**config.mk**
```make
export PLATFORM = sky130hd
export DESIGN_NAME = pauli_frame_tracker
export DESIGN_NICKNAME = d
export VERILOG_FILES = /design/src/rtl/core/pft_pkg.sv /design/src/rtl/core/pft_front.sv /design/src/rtl/core/pft_cmd_queue.sv /design/src/rtl/core/pft_back.sv /design/src/rtl/core/pauli_frame_tracker.sv
export SDC_FILE = /design/constraint.sdc
export NUM_CORES = 2
export LEC_CHECK = 0
export BUFFER_PORTS_ARGS = -buffer_cell sky130_fd_sc_hd__buf_2
export CORE_MARGIN = 5
export CORE_UTILIZATION = 45
export CTS_BUF_LIST = sky130_fd_sc_hd__clkbuf_16
export DETAILED_ROUTE_END_ITERATION = 16
export MAX_ROUTING_LAYER = met4
export SYNTH_ARGS = -nofsm -noshare
export SYNTH_HDL_FRONTEND = slang
export SYNTH_SLANG_ARGS = --single-unit
```
**constraint.sdc**
```tcl
create_clock -name i_clk -period 6.4 [get_ports i_clk]
set_input_delay 1.92 -clock i_clk [delete_from_list [all_inputs] [get_ports i_clk]]
set_output_delay 1.92 -clock i_clk [all_outputs]
set_load 0.01 [all_outputs]
```
**src/rtl/core/pft_pkg.sv**
```systemverilog
// Shared types, codes and sizes for the Pauli frame tracker.
// No dependencies; imported by every module of the block.
`timescale 1ns / 1ps
`default_nettype none

package pft_pkg;

    // Frame and record sizes
    localparam int QUBITS    = 256;
    localparam int QB_W      = $clog2(QUBITS);
    localparam int REC_W     = 12;
    localparam int QCNT_W    = 9;
    localparam int RCNT_W    = 13;
    localparam logic [QCNT_W-1:0] QCNT_RESET = QCNT_W'(256);
    localparam logic [RCNT_W-1:0] RCNT_RESET = RCNT_W'(4096);

    // Configuration port
    localparam int CFG_IDX_W  = 1;
    localparam int CFG_DATA_W = 13;
    localparam logic [CFG_IDX_W-1:0] CFG_QUBIT_COUNT  = 1'b0;
    localparam logic [CFG_IDX_W-1:0] CFG_RECORD_COUNT = 1'b1;

    // Operation codes on the input
    localparam int OP_W = 4;
    localparam logic [OP_W-1:0] OP_CLEAR = 4'd0;
    localparam logic [OP_W-1:0] OP_H     = 4'd1;
    localparam logic [OP_W-1:0] OP_S     = 4'd2;
    localparam logic [OP_W-1:0] OP_CX    = 4'd3;
    localparam logic [OP_W-1:0] OP_CZ    = 4'd4;
    localparam logic [OP_W-1:0] OP_CY    = 4'd5;
    localparam logic [OP_W-1:0] OP_SWAP  = 4'd6;
    localparam logic [OP_W-1:0] OP_RESET = 4'd7;
    localparam logic [OP_W-1:0] OP_MEAS  = 4'd8;
    localparam logic [OP_W-1:0] OP_FAULT = 4'd9;

    // Pauli codes
    localparam logic [1:0] PAULI_I = 2'd0;
    localparam logic [1:0] PAULI_X = 2'd1;
    localparam logic [1:0] PAULI_Y = 2'd2;
    localparam logic [1:0] PAULI_Z = 2'd3;

    // Command queue sizing
    localparam int CMD_DEPTH = 4;
    localparam int CMD_AW    = $clog2(CMD_DEPTH);

    // Classified command kinds
    typedef enum logic [3:0] {
        K_CLEAR = 4'd0,
        K_H     = 4'd1,
        K_S     = 4'd2,
        K_CX    = 4'd3,
        K_CZ    = 4'd4,
        K_CY    = 4'd5,
        K_SWAP  = 4'd6,
        K_RESET = 4'd7,
        K_MEAS  = 4'd8,
        K_FAULT = 4'd9,
        K_NOP   = 4'd10
    } t_kind;

    typedef struct packed {
        t_kind             kind;
        logic [QB_W-1:0]   qa;
        logic [QB_W-1:0]   qb;
        logic [1:0]        pa;
        logic [1:0]        pb;
        logic              emit;
        logic [REC_W-1:0]  rec;
    } t_cmd;

    typedef struct packed {
        logic [REC_W-1:0] idx;
        logic             flip;
    } t_res;

    // X component of a Pauli code
    function automatic logic pauli_x(input logic [1:0] p);
        pauli_x = (p == PAULI_X) || (p == PAULI_Y);
    endfunction

    // Z component of a Pauli code
    function automatic logic pauli_z(input logic [1:0] p);
        pauli_z = (p == PAULI_Y) || (p == PAULI_Z);
    endfunction

endpackage

`default_nettype wire

```
**src/rtl/core/pft_front.sv**
```systemverilog
// Front end: holds the configuration registers, classifies each transaction
// and drops those with no effect. Depends on pft_pkg.
`timescale 1ns / 1ps
`default_nettype none

module pft_front
    import pft_pkg::*;
(
    input  wire logic                  i_clk,
    input  wire logic                  i_rst_n,
    input  wire logic                  i_cfg_we,
    input  wire logic [CFG_IDX_W-1:0]  i_cfg_index,
    input  wire logic [CFG_DATA_W-1:0] i_cfg_data,
    input  wire logic                  i_accept,
    input  wire logic [OP_W-1:0]       i_op,
    input  wire logic [QB_W-1:0]       i_qubit_a,
    input  wire logic [QB_W-1:0]       i_qubit_b,
    input  wire logic [1:0]            i_pauli_a,
    input  wire logic [1:0]            i_pauli_b,
    input  wire logic [REC_W-1:0]      i_record_bit,
    input  wire logic                  i_has_record,
    output logic                       o_cmd_push,
    output t_cmd                       o_cmd
);

    logic [QCNT_W-1:0] r_qubit_count;
    logic [RCNT_W-1:0] r_record_count;
    logic              a_ok;
    logic              b_ok;
    logic              rec_ok;
    logic [1:0]        pa_m;
    logic [1:0]        pb_m;
    t_cmd              cmd;

    // Configuration registers
    always_ff @(posedge i_clk) begin
        if (!i_rst_n) begin
            r_qubit_count  <= QCNT_RESET;
            r_record_count <= RCNT_RESET;
        end else if (i_cfg_we) begin
            unique case (i_cfg_index)
                CFG_QUBIT_COUNT:  r_qubit_count  <= i_cfg_data[QCNT_W-1:0];
                CFG_RECORD_COUNT: r_record_count <= i_cfg_data[RCNT_W-1:0];
                default: ;
            endcase
        end
    end

    // Range checks
    assign a_ok   = {1'b0, i_qubit_a} < r_qubit_count;
    assign b_ok   = {1'b0, i_qubit_b} < r_qubit_count;
    assign rec_ok = {1'b0, i_record_bit} < r_record_count;
    assign pa_m   = a_ok ? i_pauli_a : PAULI_I;
    assign pb_m   = b_ok ? i_pauli_b : PAULI_I;

    // Classify the operation; anything without effect becomes a no-op
    always_comb begin
        cmd      = '0;
        cmd.kind = K_NOP;
        cmd.qa   = i_qubit_a;
        cmd.qb   = i_qubit_b;
        cmd.pa   = pa_m;
        cmd.pb   = pb_m;
        cmd.rec  = i_record_bit;
        cmd.emit = 1'b0;
        unique case (i_op)
            OP_CLEAR: cmd.kind = K_CLEAR;
            OP_H:     cmd.kind = a_ok ? K_H : K_NOP;
            OP_S:     cmd.kind = a_ok ? K_S : K_NOP;
            OP_RESET: cmd.kind = a_ok ? K_RESET : K_NOP;
            OP_CX:    cmd.kind = (a_ok && b_ok) ? K_CX : K_NOP;
            OP_CZ:    cmd.kind = (a_ok && b_ok) ? K_CZ : K_NOP;
            OP_CY:    cmd.kind = (a_ok && b_ok) ? K_CY : K_NOP;
            OP_SWAP:  cmd.kind = (a_ok && b_ok) ? K_SWAP : K_NOP;
            OP_MEAS: begin
                cmd.emit = a_ok && i_has_record;
                cmd.kind = cmd.emit ? K_MEAS : K_NOP;
            end
            OP_FAULT: begin
                cmd.emit = i_has_record && rec_ok;
                cmd.kind = (cmd.emit || pa_m != PAULI_I || pb_m != PAULI_I)
                           ? K_FAULT : K_NOP;
            end
            default: cmd.kind = K_NOP;
        endcase
    end

    assign o_cmd      = cmd;
    assign o_cmd_push = i_accept && (cmd.kind != K_NOP);

`ifndef SYNTHESIS
    a_push_not_nop: assert property (@(posedge i_clk) disable iff (!i_rst_n)
        o_cmd_push |-> (o_cmd.kind != K_NOP))
        else $error("front pushed a no-op command");
    a_gate_in_range: assert property (@(posedge i_clk) disable iff (!i_rst_n)
        (o_cmd_push && (o_cmd.kind == K_CX || o_cmd.kind == K_SWAP))
        |-> ({1'b0, o_cmd.qb} < r_qubit_count))
        else $error("two-qubit gate pushed with out-of-range qubit");
    a_emit_kind: assert property (@(posedge i_clk) disable iff (!i_rst_n)
        (o_cmd_push && o_cmd.emit)
        |-> (o_cmd.kind == K_MEAS || o_cmd.kind == K_FAULT))
        else $error("result requested by a command that cannot give one");
`endif

endmodule

`default_nettype wire

```
**src/rtl/core/pft_cmd_queue.sv**
```systemverilog
// Short command queue between front end and execution back end.
// Depends on pft_pkg.
`timescale 1ns / 1ps
`default_nettype none

module pft_cmd_queue
    import pft_pkg::*;
(
    input  wire logic i_clk,
    input  wire logic i_rst_n,
    input  wire logic i_push,
    input  wire t_cmd i_cmd,
    output logic      o_full,
    input  wire logic i_pop,
    output logic      o_empty,
    output t_cmd      o_cmd
);

    t_cmd              r_mem [CMD_DEPTH];
    logic [CMD_AW-1:0] r_wp;
    logic [CMD_AW-1:0] r_rp;
    logic [CMD_AW:0]   r_cnt;
    logic              do_push;
    logic              do_pop;

    assign o_full  = (r_cnt == (CMD_AW + 1)'(CMD_DEPTH));
    assign o_empty = (r_cnt == '0);
    assign do_push = i_push && !o_full;
    assign do_pop  = i_pop && !o_empty;
    assign o_cmd   = r_mem[r_rp];

    // Store entries
    always_ff @(posedge i_clk) begin
        if (do_push) begin
            r_mem[r_wp] <= i_cmd;
        end
    end

    // Advance pointers and occupancy
    always_ff @(posedge i_clk) begin
        if (!i_rst_n) begin
            r_wp  <= '0;
            r_rp  <= '0;
            r_cnt <= '0;
        end else begin
            if (do_push) begin
                r_wp <= r_wp + 1'b1;
            end
            if (do_pop) begin
                r_rp <= r_rp + 1'b1;
            end
            if (do_push && !do_pop) begin
                r_cnt <= r_cnt + 1'b1;
            end else if (do_pop && !do_push) begin
                r_cnt <= r_cnt - 1'b1;
            end
        end
    end

`ifndef SYNTHESIS
    a_no_overflow: assert property (@(posedge i_clk) disable iff (!i_rst_n)
        i_push |-> !o_full)
        else $error("command pushed into a full queue");
    a_cnt_bound: assert property (@(posedge i_clk) disable iff (!i_rst_n)
        r_cnt <= (CMD_AW + 1)'(CMD_DEPTH))
        else $error("command queue occupancy beyond depth");
    a_ptr_gap: assert property (@(posedge i_clk) disable iff (!i_rst_n)
        (r_cnt != '0 && r_cnt != (CMD_AW + 1)'(CMD_DEPTH))
        |-> (r_wp == r_rp + r_cnt[CMD_AW-1:0]))
        else $error("command queue pointers disagree with occupancy");
`endif

endmodule

`default_nettype wire

```
**src/rtl/core/pft_back.sv**
```systemverilog
// Back end: holds the X and Z frame bits, runs one command a cycle unless
// its result lacks room, queues result transactions. Depends on pft_pkg.
`timescale 1ns / 1ps
`default_nettype none

module pft_back
    import pft_pkg::*;
(
    input  wire logic                 i_clk,
    input  wire logic                 i_rst_n,
    input  wire logic                 i_cmd_empty,
    input  wire t_cmd                 i_cmd,
    output logic                      o_cmd_pop,
    output logic                      o_empty,
    input  wire logic                 i_pop,
    output logic [REC_W-1:0]          o_flip_index,
    output logic                      o_flip
);

    localparam int RES_DEPTH = 2;
    localparam int RES_AW    = $clog2(RES_DEPTH);

    logic [QUBITS-1:0] r_x;
    logic [QUBITS-1:0] r_z;
    t_res              r_res [RES_DEPTH];
    logic [RES_AW-1:0] r_res_wp;
    logic [RES_AW-1:0] r_res_rp;
    logic [RES_AW:0]   r_res_cnt;

    logic xa, za, xb, zb;
    logic n_xa, n_za, n_xb, n_zb;
    logic zb1, xb1;
    logic wr_a, wr_b, clr;
    logic same;
    logic step;
    logic res_full;
    logic res_push;
    logic res_pop;
    t_res res_new;

    // Read both named qubits
    assign xa   = r_x[i_cmd.qa];
    assign za   = r_z[i_cmd.qa];
    assign xb   = r_x[i_cmd.qb];
    assign zb   = r_z[i_cmd.qb];
    assign same = (i_cmd.qa == i_cmd.qb);

    // Conjugation rules; a repeated qubit takes the sequential outcome
    always_comb begin
        n_xa = xa;
        n_za = za;
        n_xb = xb;
        n_zb = zb;
        wr_a = 1'b0;
        wr_b = 1'b0;
        clr  = 1'b0;
        zb1  = zb ^ xb;
        xb1  = xb ^ xa;
        unique case (i_cmd.kind)
            K_CLEAR: clr = 1'b1;
            K_H: begin
                wr_a = 1'b1;
                n_xa = za;
                n_za = xa;
            end
            K_S: begin
                wr_a = 1'b1;
                n_za = za ^ xa;
            end
            K_RESET: begin
                wr_a = 1'b1;
                n_xa = 1'b0;
                n_za = 1'b0;
            end
            K_CX: begin
                wr_a = 1'b1;
                if (same) begin
                    n_xa = 1'b0;
                    n_za = 1'b0;
                end else begin
                    wr_b = 1'b1;
                    n_xb = xb ^ xa;
                    n_za = za ^ zb;
                end
            end
            K_CZ: begin
                if (!same) begin
                    wr_a = 1'b1;
                    wr_b = 1'b1;
                    n_za = za ^ xb;
                    n_zb = zb ^ xa;
                end
            end
            K_CY: begin
                wr_a = 1'b1;
                if (same) begin
                    n_xa = 1'b0;
                    n_za = 1'b0;
                end else begin
                    wr_b = 1'b1;
                    n_xb = xb1;
                    n_za = za ^ zb1;
                    n_zb = zb1 ^ xb1;
                end
            end
            K_SWAP: begin
                if (!same) begin
                    wr_a = 1'b1;
                    wr_b = 1'b1;
                    n_xa = xb;
                    n_za = zb;
                    n_xb = xa;
                    n_zb = za;
                end
            end
            K_FAULT: begin
                wr_a = 1'b1;
                if (same) begin
                    n_xa = xa ^ pauli_x(i_cmd.pa) ^ pauli_x(i_cmd.pb);
                    n_za = za ^ pauli_z(i_cmd.pa) ^ pauli_z(i_cmd.pb);
                end else begin
                    wr_b = 1'b1;
                    n_xa = xa ^ pauli_x(i_cmd.pa);
                    n_za = za ^ pauli_z(i_cmd.pa);
                    n_xb = xb ^ pauli_x(i_cmd.pb);
                    n_zb = zb ^ pauli_z(i_cmd.pb);
                end
            end
            default: ;
        endcase
    end

    // Execute when a command waits and its result has room
    assign res_full      = (r_res_cnt == (RES_AW + 1)'(RES_DEPTH));
    assign step          = !i_cmd_empty && (!i_cmd.emit || !res_full);
    assign o_cmd_pop     = step;
    assign res_push      = step && i_cmd.emit;
    assign res_new.idx   = i_cmd.rec;
    assign res_new.flip  = (i_cmd.kind == K_MEAS) ? xa : 1'b1;

    // Update the frame
    always_ff @(posedge i_clk) begin
        if (!i_rst_n) begin
            r_x <= '0;
            r_z <= '0;
        end else if (step) begin
            if (clr) begin
                r_x <= '0;
                r_z <= '0;
            end else begin
                if (wr_a) begin
                    r_x[i_cmd.qa] <= n_xa;
                    r_z[i_cmd.qa] <= n_za;
                end
                if (wr_b) begin
                    r_x[i_cmd.qb] <= n_xb;
                    r_z[i_cmd.qb] <= n_zb;
                end
            end
        end
    end

    // Result queue storage
    always_ff @(posedge i_clk) begin
        if (res_push) begin
            r_res[r_res_wp] <= res_new;
        end
    end

    // Result queue pointers and occupancy
    assign o_empty = (r_res_cnt == '0);
    assign res_pop = i_pop && !o_empty;

    always_ff @(posedge i_clk) begin
        if (!i_rst_n) begin
            r_res_wp  <= '0;
            r_res_rp  <= '0;
            r_res_cnt <= '0;
        end else begin
            if (res_push) begin
                r_res_wp <= r_res_wp + 1'b1;
            end
            if (res_pop) begin
                r_res_rp <= r_res_rp + 1'b1;
            end
            if (res_push && !res_pop) begin
                r_res_cnt <= r_res_cnt + 1'b1;
            end else if (res_pop && !res_push) begin
                r_res_cnt <= r_res_cnt - 1'b1;
            end
        end
    end

    assign o_flip_index = r_res[r_res_rp].idx;
    assign o_flip       = r_res[r_res_rp].flip;

`ifndef SYNTHESIS
    a_clear_zeroes: assert property (@(posedge i_clk) disable iff (!i_rst_n)
        (step && i_cmd.kind == K_CLEAR) |=> (r_x == '0 && r_z == '0))
        else $error("frame not zero after clear");
    a_res_no_overflow: assert property (@(posedge i_clk) disable iff (!i_rst_n)
        res_push |-> !res_full)
        else $error("result pushed into a full queue");
    a_fault_flip_one: assert property (@(posedge i_clk) disable iff (!i_rst_n)
        (res_push && i_cmd.kind == K_FAULT) |-> res_new.flip)
        else $error("fault result without a flip");
    a_res_cnt_bound: assert property (@(posedge i_clk) disable iff (!i_rst_n)
        r_res_cnt <= (RES_AW + 1)'(RES_DEPTH))
        else $error("result queue occupancy beyond depth");
`endif

endmodule

`default_nettype wire

```
**src/rtl/core/pauli_frame_tracker.sv**
```systemverilog
// Pauli frame tracker, top level: front end, command queue and back end.
// Depends on pft_pkg, pft_front, pft_cmd_queue and pft_back.
//
// Tracks one X and one Z bit per qubit (256 qubits, all held in flip-flops)
// through a stream of Clifford gates, measures and fault events. An operation
// is taken on every cycle in which push is high and full is low, so the
// sustained rate is one operation per clock while the result queue has room;
// a clear of the whole frame is a single command too. Every operation reads
// and rewrites at most two qubits' frame bits in one pass of the back end,
// which sets that rate. A result (record index plus flip) passes through the
// registered command queue and result queue before it reaches the result
// ports. Operations with no effect (no-ops, gates on out-of-range qubits,
// measures without a record) are dropped on entry and give no result.
// Configuration is written through i_cfg_we/i_cfg_index/i_cfg_data, by the
// user only while the block is idle; the block itself does not enforce it.
`timescale 1ns / 1ps
`default_nettype none

module pauli_frame_tracker
    import pft_pkg::*;
(
    input  wire logic                  i_clk,
    input  wire logic                  i_rst_n,
    input  wire logic                  i_cfg_we,
    input  wire logic [CFG_IDX_W-1:0]  i_cfg_index,
    input  wire logic [CFG_DATA_W-1:0] i_cfg_data,
    input  wire logic                  push,
    output logic                       full,
    input  wire logic [OP_W-1:0]       i_op,
    input  wire logic [QB_W-1:0]       i_qubit_a,
    input  wire logic [QB_W-1:0]       i_qubit_b,
    input  wire logic [1:0]            i_pauli_a,
    input  wire logic [1:0]            i_pauli_b,
    input  wire logic [REC_W-1:0]      i_record_bit,
    input  wire logic                  i_has_record,
    output logic                       empty,
    input  wire logic                  pop,
    output logic [REC_W-1:0]           o_flip_index,
    output logic                       o_flip
);

    logic accept;
    logic cmd_push;
    logic cmd_pop;
    logic cmd_empty;
    t_cmd cmd_in;
    t_cmd cmd_out;

    assign accept = push && !full;

    // Classify incoming transactions
    pft_front u_front (
        .i_clk        (i_clk),
        .i_rst_n      (i_rst_n),
        .i_cfg_we     (i_cfg_we),
        .i_cfg_index  (i_cfg_index),
        .i_cfg_data   (i_cfg_data),
        .i_accept     (accept),
        .i_op         (i_op),
        .i_qubit_a    (i_qubit_a),
        .i_qubit_b    (i_qubit_b),
        .i_pauli_a    (i_pauli_a),
        .i_pauli_b    (i_pauli_b),
        .i_record_bit (i_record_bit),
        .i_has_record (i_has_record),
        .o_cmd_push   (cmd_push),
        .o_cmd        (cmd_in)
    );

    // Decouple front and back
    pft_cmd_queue u_cmd_queue (
        .i_clk   (i_clk),
        .i_rst_n (i_rst_n),
        .i_push  (cmd_push),
        .i_cmd   (cmd_in),
        .o_full  (full),
        .i_pop   (cmd_pop),
        .o_empty (cmd_empty),
        .o_cmd   (cmd_out)
    );

    // Execute on the frame and deliver results
    pft_back u_back (
        .i_clk        (i_clk),
        .i_rst_n      (i_rst_n),
        .i_cmd_empty  (cmd_empty),
        .i_cmd        (cmd_out),
        .o_cmd_pop    (cmd_pop),
        .o_empty      (empty),
        .i_pop        (pop),
        .o_flip_index (o_flip_index),
        .o_flip       (o_flip)
    );

endmodule

`default_nettype wire
```
Yosys cells after proc, flatten, opt, wreduce, memory -nomap -nowiden
Memory sizes are Yosys's and may differ from the RTL's. A register that Yosys moved wholly into a read port is not among the register bits.
Cells that the tools add are included.

cells by class
  add/sub/neg operators = 8
  magnitude comparators = 7
  equality and inequality tests = 28
  muxes and demuxes = 77
  bitwise operators = 15
  reduce and logical (&&, ||, !) cells = 46

operator list
  cell                number
  $mux 256            12
  $bwmux 256          4
  $pmux 4 s10         1
  $bmux 1 s8          4
  $eq 4x3->1 const B  8
  $mux 1              31
  $mux 4              7
  $lt 8x9->1          2
  $lt 8x9->1 const B  2
  $demux 1 s8         2
  $eq 4x2->1 const B  4
  $eq 4x4->1 const B  4
  $ge 8x1->1 const B  2
  $logic_and 1x1->1   16
  $mux 2              8
  $xor 1x1->1         14
  $lt 12x13->1        1
  $eq 2x2->1 const B  5
  $logic_not 1->1     9
  $eq 4x1->1 const B  2
  $eq 8x8->1          1
  $logic_not 4->1     2
  $pmux 1 s8          1
  $reduce_bool 2->1   4
  other kinds (21)    35

word-level totals
  register bits = 545
  bits in writable memories = 174
  input bits = 56
  logic and storage cells = 193
  memories = 2

memories
  memory             depth  width  read ports  clocked after memory_dff  write ports  line                 text
  u_cmd_queue.r_mem  4      37     1           1                         1            pft_cmd_queue.sv:19  t_cmd r_mem [CMD_DEPTH];
  u_back.r_res       2      13     1           1                         1            pft_back.sv:25       t_res r_res [RES_DEPTH];

Depth between registers and ports, before layout
  depth in word-level cells = 14
  mapped depth = 22
  mapped depth without buffers = 18

Modules after synthesis
From an unflattened synthesis, not the netlist that was laid out.

second synthesis, totals
  cells, all modules = 5892
  area, all modules = 50573.5 um^2

modules (own cells, without submodules)
  module               times used  cells an instance  area an instance (um^2)
  pft_back             1           5399               42734.7
  pft_cmd_queue        1           241                5863.1
  pft_front            1           251                1961.9
  pauli_frame_tracker  1           1                  13.8

Worst setup path after synthesis
OpenSTA, ideal clock, no wires.

  path type = input -> register
  start = in i_qubit_a[1]
  end = mem u_cmd_queue.r_mem[0][0] (netlist bit), enable pin
  library setup time = 0.398 ns
  arrival time = 5.524 ns
  data required time = 6.002 ns
  setup slack = 0.478 ns
  stages = 12
  path buffers = 0
  cells stage by stage = ha_1 a21o_1 a21o_1 a21o_1 a21o_1 a21o_1 a21o_1 a21oi_1 o22ai_1 a221o_1 a311oi_1 and2_1

on the way
  word-level cells in the longest chain between the ends = 12
  elaborated cells between the ends (all ways) = 22

ends and longest elaborated chain
  item                            line                       text
  from (decl)                     pauli_frame_tracker.sv:30  input wire logic [QB_W-1:0] i_qubit_a,
  $lt 8x9->1 *                    pft_front.sv:50            assign a_ok = {1'b0, i_qubit_a} < r_qubit_count;
  $mux 2                          pft_front.sv:53            assign pa_m = a_ok ? i_pauli_a : PAULI_I;
  $reduce_bool 2->1               pft_front.sv:81            cmd.kind = (cmd.emit || pa_m != PAULI_I || pb_m != PAULI_I)
  $logic_or 1x1->1 (2 in a row)   pft_front.sv:81
  $mux 2                          pft_front.sv:82            ? K_FAULT : K_NOP;
  $pmux 4 s10 *                   pft_front.sv:66            unique case (i_op)
  $ne 4x4->1 *                    pft_front.sv:89            assign o_cmd_push = i_accept && (cmd.kind != K_NOP);
  $logic_and 1x1->1 *             pft_front.sv:89
  $logic_and 1x1->1 *             pft_cmd_queue.sv:28        assign do_push = i_push && !o_full;
  named net u_cmd_queue.do_push   pft_cmd_queue.sv:23        logic do_push;
  $mux 1 *                        pft_cmd_queue.sv:34        if (do_push) begin
  $mux 1 (not written as such) *  pft_cmd_queue.sv:35        r_mem[r_wp] <= i_cmd;
  to (decl)                       pft_cmd_queue.sv:19

Mark *: on every way through the listed nets, which the timed path passes. The rest lies on a longest branch.

==> results.ini <==
[worst_setup_path]
cp_common_cell = buf_4
cp.arrival_ns = 6.76
startpoint_type = flip-flop
r2r-end = u_back.r_x[27]$_SDFFE_PN0P_
critPathMaxFanout = 25
worst_r2r_path_depth = 15
crit_cells = 15
worstSetupEndpointType = flip-flop
slowest_stage = mux4_4
max_stage_delay_ns = 1.00
crit_path_cell_trace = mux4_4 -> or2_1 -> buf_4 -> o211ai_1 -> nor3_1 -> nor4_1 -> nand4_1 -> nor3_2 -> nand2_2 -> o32ai_1 -> a221oi_1 -> o221ai_4 -> buf_12 -> buf_4 -> o221ai_1
rrSetupSlack_ns = 0.19
crit_required_ns = 6.96
path_buf_inv = 3
critPathTopFamily = simple AND/OR/NAND/NOR gates
crit_type = flip-flop to flip-flop

[synthesis]
yosysTopAreaCell = dfxtp_1
synth_cell_types = 86
synthFlopType = dfxtp_1
yosys.area.top_type_share = 0.253
async_flop_share = 0
yosys_warnings = 0
ys_seq_area_frac = 0.373
synth-edff-count = 174
ys_top_cells_by_count = 1082 x nand2_1, 548 x dfxtp_1, 383 x o221ai_1
synth.most_common_cell = nand2_1
synth_area_um2 = 43400
synth_area_leaders = dfxtp_1 25%, edfxtp_1 12%, nand2_1 9.4%
syn_area_per_cell_um2 = 8.95
synth.ff_latch_count = 722
synth_cells = 4850
syn_nets = 4942

[power_and_ir_drop]
p_int_mw = 11.5
p_clk_frac = 0.221
switching_power_mw = 11.3
worst_ir_drop_vdd_uv = 346
seqPwrFrac = 0.218
leakagePower_nw = 17.0
power-per-cell-area_nw_per_um2 = 461
combPwrFrac = 0.561
swShare = 0.495

[placed_design]
gp_congestion = 1.10
dp_slack_ns = 0.221
portBuffers = 70
hpwl_um = 144000
dpl_cell_area_um2 = 46500

[floorplanning]
start_util = 0.451
die_h_um = 321
die_x_um = 321
ios = 71
placementRows = 114
coreArea_um2 = 96300
fp.dieArea_um2 = 103000

[clock_tree]
post_cts_resized = 0
root_buffer = clkbuf_16
holdBufCountCts = 0
cts.sinks = 722
clock_path_buffers = 3
cts_tree = built
htree_levels = 3
post_cts_buffers = 0
worstSkewPairLatency_ns = 0.71
clk_pin_slew_ns = 0.07
cts_buffers = 85

[timing]
fmax_mhz = 161
setup_viol = 0
setup_ws_ns = 0.191
tns_ns = 0
final-hold-violation-count = 0
min_period_over_period = 0.970
skew_ns = 0.0219
layout_min_cycle_time_ns = 6.21
drv_slew = 0
grt_setup_unrepaired = no
slew_headroom = 0.172
tightest_slew_ns = 1.24

[detailed_routing]
drc = 0
drtAntennaViolNets = 0
vias = 44603
drt_wl_total_um = 209000
drtPass1Iterations = 9
drt_iter0_drc = 7199
routed_via_density = 7.15
routedWlPerCell_um = 33.5

[global_route]
antenna_found_initial = 11
grt_pass1_wl_um = 298000
use_met3 = 0.128
grt_overflow = 0
grt.total_usage = 0.400
grt_most_used_layer = met2
grt_max_degree = 126
use_met1 = 0.503
met2_usage = 0.553
grt_pass1_vias = 41677

[run_status]
outcome = complete, no violations

[layout]
final_nets = 4970
stdcell_area_um2 = 49400
drive_gt1_frac = 0.183
syn2layout_area_growth_pct = 13.7

[job]
drv_cap = 0

[worst_hold_path]
min_to = u_front.r_record_count[3]$_SDFFE_PN0P_
hp-start = u_front.r_record_count[3]$_SDFFE_PN0P_
min_path_cells = 2
hold_path.class = flip-flop to flip-flop

-- logic make-up (layout without fill, tap and decap cells) --
| logic type | count (synthesis) | in the layout | synth area share |
|---|---|---|---|
| muxes | 520 | 520 | 0.157 |
| adders and majority gates | 36 | 36 | 0.0105 |
| other | 0 | 12 | 0 |
| and+or+nand+nor | 1738 | 1738 | 0.169 |
| DFF | 722 | 722 | 0.373 |
| buffers and inverters | 458 | 555 | 0.0485 |
| AOI/OAI and AO/OA | 1352 | 1352 | 0.237 |
| xor gates and xnor gates | 24 | 24 | 0.00484 |
-- worst register-to-register path, cell delays in order, from the launching register on --
cell,delay (ns)
dfxtp_4,0.47
mux4_4,1.01
or2_1,0.69
buf_4,0.33
o211ai_1,0.18
nor3_1,0.07
nor4_1,0.54
nand4_1,0.61
nor3_2,0.38
nand2_2,0.19
o32ai_1,0.36
a221oi_1,0.17
o221ai_4,0.26
buf_12,0.25
buf_4,0.33
o221ai_1,0.21
-- cell usage in the layout (no fill, tap or decap), types with 26 or more instances in the layout --
master and n:
nand3_1 95, o22ai_1 82, inv_1 50, buf_4 242, mux2i_1 349, o21ai_1 26
clkbuf_16 85, mux2_2 44, a21oi_1 98, a2bb2oi_1 55, a221o_1 51, ha_1 35
a31o_2 177, o221ai_1 381, nor2_1 233, nor2_2 27, buf_2 70, mux4_2 119
o21ai_0 204, dfxtp_1 546, nor3_1 96, nor2b_1 41, a22oi_1 27, edfxtp_1 174
buf_12 53, nand2_1 1082, a211oi_1 33
-- sequential cells by signal (all words and copies together) (netlist names), 2 cells and up, named ones only --
signal	cells
u_front.r_record_count	13
u_cmd_queue.r_mem	148
u_cmd_queue.r_wp	2
u_cmd_queue.r_rp	2
u_cmd_queue.r_cnt	3
u_back.r_res_cnt	2
u_front.r_qubit_count	9
u_back.r_z	256
u_back.r_x	256
u_back.r_res	26
-- area by class of cell --
class,instances,area (um2)
Antenna cell,12,30.0
Sequential cell,722,16200
Clock inverter,71,702
Multi-Input combinational cell,3670,25400
Timing Repair Buffer,365,3230
Tap cell,1276,1600
Fill cell,8998,46900
Inverter,34,128
Clock buffer,85,2130
-- layer usage --
| metal | wire [um] | share of wire |
|---|---|---|
| met4 | 17100 | 0.082 |
| met1 | 78900 | 0.38 |
| met2 | 85400 | 0.41 |
| met3 | 27400 | 0.13 |
| met5 | 0 | 0 |
-- per-stage QoR --
step           std cells   util  power (mW)  hold slack (ns)
6_report            6235  0.513        22.8            0.462
5_1_grt             6233  0.513        23.0            0.485
4_1_cts             6223  0.512        22.2            0.465
3_5_place_dp        6067  0.483        17.2            0.457
3_3_place_gp        6067  0.483        17.2            0.451
2_1_floorplan       4850      -        11.8            0.440
-- worst max path at each step --
| stage | endpoint | slack, ns |
|---|---|---|
| 6_report | u_back.r_x[27]$_SDFFE_PN0P_ | 0.19 |
| 5_1_grt | u_back.r_z[168]$_SDFFE_PN0P_ | 0.14 |
| 4_1_cts | u_back.r_x[27]$_SDFFE_PN0P_ | 0.46 |
| 3_5_place_dp | u_cmd_queue.r_cnt[2]$_SDFFE_PN0P_ | 0.22 |
| 3_3_place_gp | u_cmd_queue.r_cnt[2]$_SDFFE_PN0P_ | 0.20 |
| 2_1_floorplan | u_cmd_queue.r_mem[0][0]$_DFFE_PP_ | 0.48 |
-- power by group through the flow --
stage               Clock, mW  Combinational (mW)  Sequential [mW]
CTS                      5.06                12.1             4.96
global placement            0                12.1             5.06
finish                   5.03                12.8             4.96
floorplan                   0                6.83             5.00
global route             5.23                12.8             4.98
detailed placement          0                12.1             5.06
Note: power is estimated with default switching activity, not from simulation.
